### src/sv/ibd_pkg.sv
`default_nettype none

package ibd_pkg;

  // sample and pair sum widths
  localparam int SAMPLE_W = 16;
  localparam int PAIR_W   = SAMPLE_W + 1;
  localparam int SUM_W    = PAIR_W + 1;
  localparam int NCH      = 4;

  // apb register port
  localparam int CFG_AW = 4;
  localparam int CFG_DW = 32;

  // register field widths
  localparam int WIDTH_W  = 12;
  localparam int HEIGHT_W = 16;
  localparam int CHAN_W   = 3;

  typedef logic [SAMPLE_W-1:0] sample_t;
  typedef logic [PAIR_W-1:0]   pair_t;
  typedef logic [SUM_W-1:0]    sum_t;

  typedef enum logic [1:0] {
    REG_IMAGE_WIDTH   = 2'd0,
    REG_IMAGE_HEIGHT  = 2'd1,
    REG_CHANNEL_COUNT = 2'd2
  } reg_idx_e;

  // effective geometry after clamping of the raw registers
  typedef struct packed {
    logic [WIDTH_W-1:0]  width_last;
    logic [HEIGHT_W-1:0] height_last;
    logic [CHAN_W-1:0]   chan_num;
  } ibd_geom_t;

endpackage

`default_nettype wire

### src/sv/ibd_cfg.sv
`default_nettype none

module ibd_cfg import ibd_pkg::*; #(
  parameter int MAX_WIDTH = 2048
) (
  input  wire logic              clk_i,
  input  wire logic              rst_ni,
  input  wire logic              psel,
  input  wire logic              penable,
  input  wire logic              pwrite,
  input  wire logic [CFG_AW-1:0] paddr,
  input  wire logic [CFG_DW-1:0] pwdata,
  output logic      [CFG_DW-1:0] prdata,
  output logic                   pready,
  output ibd_geom_t              geom_o
);

  logic [WIDTH_W-1:0]  width_q, width_d;
  logic [HEIGHT_W-1:0] height_q, height_d;
  logic [CHAN_W-1:0]   chan_q, chan_d;
  logic                wr_en;
  reg_idx_e            idx;
  logic [WIDTH_W-1:0]  width_eff;
  logic [CHAN_W-1:0]   chan_eff;

  assign pready = 1'b1;
  assign wr_en  = psel & penable & pwrite;
  assign idx    = reg_idx_e'(paddr[3:2]);

  always_comb begin
    width_d  = width_q;
    height_d = height_q;
    chan_d   = chan_q;
    if (wr_en) begin
      case (idx)
        REG_IMAGE_WIDTH:   width_d  = pwdata[WIDTH_W-1:0];
        REG_IMAGE_HEIGHT:  height_d = pwdata[HEIGHT_W-1:0];
        REG_CHANNEL_COUNT: chan_d   = pwdata[CHAN_W-1:0];
        default: ;
      endcase
    end
  end

  always_ff @(posedge clk_i or negedge rst_ni) begin
    if (!rst_ni) begin
      width_q  <= WIDTH_W'(1);
      height_q <= HEIGHT_W'(1);
      chan_q   <= CHAN_W'(3);
    end else begin
      width_q  <= width_d;
      height_q <= height_d;
      chan_q   <= chan_d;
    end
  end

  always_comb begin
    case (idx)
      REG_IMAGE_WIDTH:   prdata = CFG_DW'(width_q);
      REG_IMAGE_HEIGHT:  prdata = CFG_DW'(height_q);
      REG_CHANNEL_COUNT: prdata = CFG_DW'(chan_q);
      default:           prdata = '0;
    endcase
  end

  // zero acts as one, widths clamp to the line store size
  always_comb begin
    width_eff = (width_q == '0) ? WIDTH_W'(1) : width_q;
    if (32'(width_eff) > 32'(MAX_WIDTH)) begin
      width_eff = WIDTH_W'(MAX_WIDTH);
    end
    chan_eff = (chan_q == '0) ? CHAN_W'(1) : chan_q;
    if (chan_eff > CHAN_W'(NCH)) begin
      chan_eff = CHAN_W'(NCH);
    end
  end

  assign geom_o.width_last  = width_eff - WIDTH_W'(1);
  assign geom_o.height_last = (height_q == '0) ? '0 : height_q - HEIGHT_W'(1);
  assign geom_o.chan_num    = chan_eff;

endmodule

`default_nettype wire

### config.mk
export PLATFORM = sky130hd
export DESIGN_NAME = ibd_cfg
export DESIGN_NICKNAME = d
export VERILOG_FILES = /design/src/sv/ibd_pkg.sv /design/src/sv/ibd_cfg.sv
export SDC_FILE = /design/constraint.sdc
export NUM_CORES = 1
export LEC_CHECK = 0
export BUFFER_PORTS_ARGS = -buffer_cell sky130_fd_sc_hd__buf_4
export CAP_MARGIN = 10
export CORE_MARGIN = 4
export CORE_UTILIZATION = 35
export CTS_CLUSTER_DIAMETER = 60
export CTS_CLUSTER_SIZE = 8
export DETAILED_ROUTE_END_ITERATION = 7
export PLACE_DENSITY = 0.65
export SLEW_MARGIN = 30
export SYNTH_ARGS = -nofsm -noshare
export SYNTH_HDL_FRONTEND = slang
export SYNTH_SLANG_ARGS = --single-unit
### constraint.sdc
create_clock -name clk_i -period 2 [get_ports clk_i]
set_input_delay 0.2 -clock clk_i [delete_from_list [all_inputs] [get_ports clk_i]]
set_output_delay 0.2 -clock clk_i [all_outputs]
set_load 0.005 [all_outputs]
==> results of run 1 <==
-- flip-flops by register name (all words and copies together) (netlist names) --
register,count
chan_q,3
height_q,16
width_q,12
-- stage by stage --
step / cells / TNS, ns / hold WS [ns]
after floorplan: 266 / 0 / -0.09559
after global placement: 414 / -1.029 / 0.1558
after detailed placement: 414 / -0.9418 / 0.1629
after CTS: 432 / -2.072 / 0.1277
after global routing: 436 / -6.458 / 0.1425
final: 436 / -4.069 / 0.1407
-- cell usage after synthesis, types with 3 or more instances --
cell type  count  area [sq um]
or3_1          3         18.77
o21ai_0        9         45.04
nor4_1         5         31.28
xor2_1         7         61.31
nand4_1        3         18.77
dfrtp_1       27         675.7
a21oi_1        6         30.03
nand2_1       19         71.32
dfstp_2        4         105.1
clkbuf_1       6         22.52
mux2_2        29         326.6
xnor2_1        4         35.03
buf_2          5         25.02
mux2i_1       13         130.1
and2_1         4         25.02
nand4b_1       3         26.28
nor2_1        29         108.9
nand3_1        5         25.02
nor2b_1        6         37.54
inv_1          7         26.28
buf_4         19         142.6
nor3_1         7         35.03
-- routing by layer --
layer,global-route usage,share of wire,up-vias
met4,0.04670,0.0079,0
met2,0.2915,0.52,98
li1,-,-,1051
met3,0.03818,0.081,8
met1,0.2250,0.39,1068
met5,0,0,-
-- power by group through the flow --
stage	Combinational (mW)	Clock [mW]	Sequential, mW
2_1_floorplan	0.771	0	0.941
5_1_grt	2.21	0.593	0.986
3_3_place_gp	1.55	0	0.941
4_1_cts	1.72	0.556	0.950
6_report	2.04	0.548	0.964
3_5_place_dp	1.56	0	0.942
-- timing repair --
action                     CTS  global route
setup endpoints to repair   26            27
hold endpoints to repair    27             0
hold buffers                 1             0
pin swaps                   12            19
resized for setup           37            55
buffers inserted             9             6
-- worst max-delay path by stage --
stage / start / endpoint / slack [ns]
global placement: height_q[1] / geom_o[7] / -0.12
CTS: width_q[4] / geom_o[27] / -0.32
floorplan: width_q[5] / geom_o[29] / 0.005
detailed placement: width_q[5] / geom_o[27] / -0.12
finish: width_q[3] / geom_o[25] / -0.37
global route: width_q[4] / geom_o[25] / -0.43
-- area by class of cell --
class | instances | area (sq um)
clock buffer | 8 | 100.1
fill | 531 | 2711
inverter | 7 | 26.28
multi-input combinational | 196 | 1659
sequential | 31 | 782.0
tap | 77 | 96.34
timing repair buffer | 117 | 974.7
-- cell usage in the layout (no fill, tap or decap), drive strengths merged, types with 6 or more instances in the layout --
cell type	n
conb	18
clkbuf	8
mux2i	13
nor2b	6
nor2	29
xor2	7
inv	7
a21oi	6
o21ai	11
nand2	19
nor3	9
nor4	6
buf	116
mux2	29
dfrtp	27
-- cells by family after synthesis --
logic type / after synthesis / share of synthesized area
simple gates: 96 / 0.2211
other cells: 2 / 0.003293
xor+xnor: 11 / 0.04224
buf+inv: 39 / 0.1020
fa+ha+maj: 2 / 0.01097
flops: 31 / 0.3423
compound gates: 27 / 0.07790
mux: 42 / 0.2002
==> results.json, run 1 <==
{
  "grt_first_pass_wirelength_microns": 10700,
  "critPathBufInv": 2,
  "clock_power_share": 0.154,
  "route.detailed.wl_per_inst_microns": 16.45,
  "route.final.wire_length_microns": 7174,
  "drc": 0,
  "failed_checks": "setup timing",
  "ys.flop_type": "dfrtp_1",
  "min_period_over_period": 1.185,
  "final_util": 0.5730,
  "period_needed_ns": 2.370,
  "ant_nets": 0,
  "cell_internal_pwr_mw": 2.240,
  "grt_max_degree": 32,
  "max_freq_mhz": 422.0,
  "final_max_slew_viol_count": 0,
  "vias_per_cell": 5.103,
  "timing_worst_slew_pin_value_ns": 0.5485,
  "worst_ep_arrival_time_ns": 2.17,
  "p_per_area_nw_per_um2": 975.3,
  "synth_seq_cells": 31,
  "power.share.switching": 0.3689,
  "ys_types": 46,
  "worstReg2RegStart": "width_q[5]",
  "critical-path-top-delay-family": "compound AO/OA/AOI/OAI gates",
  "share_comb_of_total_power": 0.574,
  "ant_diodes": 0,
  "max-clock-path-buffers": 2,
  "area_delta_synth_final_pct": 59.52,
  "worst_hold_path.endpoint": "height_q[13]",
  "hpwl_dp_microns": 4838,
  "port-buffer-count": 68,
  "path_common_cell": "buf_4",
  "async_reset_ff_frac": 1.000,
  "leak_pwr_nw": 1.648,
  "preCtsSetupSlack_ns": -0.1233,
  "clk_pin_slew_worst_paths_ns": 0.06,
  "initial_core_util": 0.3592,
  "power.switching_mw": 1.309,
  "finalHoldViolations": 0,
  "gp_congestion": 0.8755,
  "syn_avg_cell_area_sq_um": 9.124,
  "dieWidth_microns": 88.73,
  "tritoncts_clock_tree": "built",
  "postLayoutCellArea_sq_um": 3638,
  "die-area_sq_um": 7872,
  "yosysWarnings": 0,
  "grt_setup_unrepaired": "true",
  "final_layout_size_suffix_gt1_frac": 0.5822,
  "grt_usage": 0.1736,
  "globalRoute.totalOverflow": 0,
  "hold-path-cell-count": 2,
  "num-nets-final": 401,
  "cell_area_after_technology_mapping_sq_um": 2281,
  "setup.worst_path.start_class": "flop",
  "critPathMaxStageDelay_ns": 0.51,
  "floorplan.rows": 29,
  "via_count_of_the_first_global_routing_pass": 2231,
  "synth-seq-area-share": 0.3423,
  "worst_skew_pair.late_latency_ns": 0.28,
  "htree_levels": 2,
  "timing.critical_path.cells": "buf_4 > or4_4 > o31ai_4 > o22ai_2 > a41oi_2 > buf_4",
  "finalWorstSetupSlack_ns": -0.3696,
  "pwr-share-seq": 0.272,
  "rrSetupSlack_ns": 0.99,
  "clkSinkCount": 31,
  "ctsRootBufferMaster": "clkbuf_8",
  "antenna_violations_before_repair": 0,
  "outcome": "finished with violations",
  "r2r.worst_path.cells": 3,
  "core_region_sq_um": 6350,
  "relSlewSlack": 0.6343,
  "setup.worst_path.class": "reg -> out",
  "cell_count_along_the_critical_path": 6,
  "finalPower_mw": 3.549,
  "holdCritPathClass": "in -> reg",
  "dpl_cell_area_sq_um": 3034,
  "drt_pre_antenna_iters": 4,
  "final.setup_skew_ns": 0,
  "report.final.setup_viol": 24,
  "ios": 105,
  "floorplan.die.height_microns": 88.73,
  "worst_ir_drop_vdd_mv": 0.6007,
  "cts_made_buffers": 5,
  "number_of_synthesized_flops_with_an_enable_pin": 0,
  "iteration_0_drc_markers": 87,
  "cp.required_ns": 1.80,
  "critical_path_fanout_max": 7,
  "synthCells": 250,
  "worstHoldStart": "pwdata[13]",
  "r2r-end": "width_q[5]",
  "maximum_capacitance_violations": 0,
  "slowest_stage": "or4_4",
  "vias": 2225,
  "timing.critical_path.to_type": "output port"
}
Note: power is estimated with default switching activity, not from simulation.
==> run 2: changes to the inputs <==
--- a/config.mk
+++ b/config.mk
@@ -8,11 +8,11 @@
 export BUFFER_PORTS_ARGS = -buffer_cell sky130_fd_sc_hd__buf_4
 export CAP_MARGIN = 10
 export CORE_MARGIN = 4
-export CORE_UTILIZATION = 35
+export CORE_UTILIZATION = 43
 export CTS_CLUSTER_DIAMETER = 60
 export CTS_CLUSTER_SIZE = 8
 export DETAILED_ROUTE_END_ITERATION = 7
-export PLACE_DENSITY = 0.65
+export PLACE_DENSITY = 0.77
 export SLEW_MARGIN = 30
 export SYNTH_ARGS = -nofsm -noshare
 export SYNTH_HDL_FRONTEND = slang
==> run 2 against run 1 <==
The flow still finishes with violations (setup timing). Sequential power increased by 2.8%. Sequential share of layout area rose by 0.48 points. Clock power is 13% lower. Routed wire length increased by 3.8%. Non-clock buffer count fell by 1. Worst hold slack better by 0.0029 ns. Critical path type unchanged. Critical endpoint is now geom_o[27].
==> results.json, run 2 (synthesis gave the netlist of run 1 again) <==
{
  "ios": 105,
  "drt_pre_antenna_iters": 5,
  "timing_worst_slew_pin_value_ns": 0.5390,
  "critical_path_fanout_max": 2,
  "ctsRootBufferMaster": "clkbuf_8",
  "drc": 0,
  "critPathMaxStageDelay_ns": 0.40,
  "min_period_over_period": 1.180,
  "finalHoldViolations": 0,
  "floorplan.die.height_microns": 80.83,
  "max-clock-path-buffers": 2,
  "failed_checks": "setup timing",
  "largest_register_ff_count": 16,
  "area_delta_synth_final_pct": 56.06,
  "vias_per_cell": 5.350,
  "finalWorstSetupSlack_ns": -0.3605,
  "preCtsSetupSlack_ns": -0.1518,
  "via_count_of_the_first_global_routing_pass": 2178,
  "final_cell_count_no_fill": 428,
  "path_common_cell": "buf_4",
  "outcome": "finished with violations",
  "top_register": "height_q",
  "cp.required_ns": 1.80,
  "floorplan.rows": 26,
  "htree_levels": 2,
  "largest_registers": "height_q (16), width_q (12), chan_q (3)",
  "worst_ir_drop_vdd_mv": 0.7126,
  "antenna_violations_before_repair": 0,
  "iteration_0_drc_markers": 125,
  "slowest_stage": "dfrtp_1",
  "dpl_cell_area_sq_um": 2988,
  "ant_nets": 0,
  "setup.worst_path.class": "reg -> out",
  "timing.critical_path.cells": "nor4_4 > nand2_1 > buf_4 > buf_4 > buf_4 > buf_4 > buf_4 > buf_4 > nand2_1 > a32o_1 > buf_4",
  "report.final.setup_viol": 26,
  "vias": 2290,
  "dieWidth_microns": 80.83,
  "clkSinkCount": 31,
  "nFillCells": 368,
  "timing.critical_path.to_type": "output port",
  "globalRoute.totalOverflow": 0,
  "ant_diodes": 0,
  "p_per_area_nw_per_um2": 965.6,
  "maximum_capacitance_violations": 0,
  "period_needed_ns": 2.361,
  "r2r.worst_path.cells": 3,
  "initial_core_util": 0.4438,
  "route.detailed.wl_per_inst_microns": 17.40,
  "grt_setup_unrepaired": "true",
  "worst_ep_arrival_time_ns": 2.16,
  "finalPower_mw": 3.437,
  "setup_tns_ns": -3.717,
  "most_frequent_standard_cell_in_the_layout_excluding_fill_and_tap_cells": "buf_4",
  "relSlewSlack": 0.6406,
  "final_util": 0.6926,
  "postLayoutCellArea_sq_um": 3560,
  "grt_usage": 0.2014,
  "num-nets-final": 400,
  "final_max_slew_viol_count": 0,
  "leak_pwr_nw": 1.630,
  "max_freq_mhz": 423.6,
  "grt_max_degree": 32,
  "cts_made_buffers": 5,
  "die-area_sq_um": 6533,
  "worst_skew_pair.late_latency_ns": 0.28,
  "hpwl_dp_microns": 4684,
  "fin_hold_ws_ns": 0.1436,
  "gp_congestion": 0.8483,
  "route.final.wire_length_microns": 7446,
  "clk_pin_slew_worst_paths_ns": 0.07,
  "holdCritPathClass": "in -> reg",
  "grt_first_pass_wirelength_microns": 10260,
  "hold-path-cell-count": 2,
  "core_region_sq_um": 5140,
  "final_layout_size_suffix_gt1_frac": 0.5698,
  "tritoncts_clock_tree": "built",
  "final.setup_skew_ns": 0,
  "setup.worst_path.start_class": "flop",
  "port-buffer-count": 68,
  "placed_cells_incl_taps": 402,
  "layout_common_cells": "96 x buf_4, 27 x mux2_2, 26 x dfrtp_1, 19 x buf_6, 18 x conb_1"
}
-- run 2: final timing paths --
kind                                 start            to  slack, ns
worst min register to register   chan_q[0]     chan_q[0]       0.53
max in group asynchronous           rst_ni     chan_q[0]       1.30
min in group asynchronous           rst_ni     chan_q[2]       0.38
worst max-delay path            width_q[4]    geom_o[27]      -0.36
worst min-delay path            pwdata[15]  height_q[15]       0.14
worst max register to register  width_q[5]    width_q[5]       0.95
-- run 2: critical path, delay by kind of cell, from the launching register on --
kind,cells,cell delay (ns)
buf+inv,7,0.86
simple gates,3,0.49
flops,1,0.40
compound gates,1,0.13
-- run 2: routing by layer --
metal	GRT usage	vias up	part of all wire
li1	-	1047	-
met1	0.2516	1120	0.39
met2	0.3448	106	0.52
met3	0.03769	17	0.064
met4	0.07432	0	0.027
met5	0	-	0
-- run 2: what timing repair did --
item	in CTS	in global routing
pin swaps	8	19
gates resized for setup	29	52
endpoints found under the hold margin	27	0
hold buffers	1	0
endpoints found under the setup margin	26	27
buffers inserted	12	6
-- run 2: layout make-up --
class | count | area (sq um) | share of cell area
multi-input combinational | 196 | 1635 | 0.4594
timing repair buffer | 116 | 944.7 | 0.2654
sequential | 31 | 782.0 | 0.2197
tap | 70 | 87.58 | 0.02460
clock buffer | 5 | 68.82 | 0.01933
inverter | 7 | 26.28 | 0.007381
clock inverter | 3 | 15.01 | 0.004218
-- run 2: power by group --
| part | switching, mW | total (mW) | internal, mW |
|---|---|---|---|
| Sequential | 0.202 | 0.991 | 0.790 |
| Clock | 0.237 | 0.475 | 0.238 |
| Combinational | 0.882 | 1.97 | 1.09 |
| Total | 1.32 | 3.44 | 2.12 |
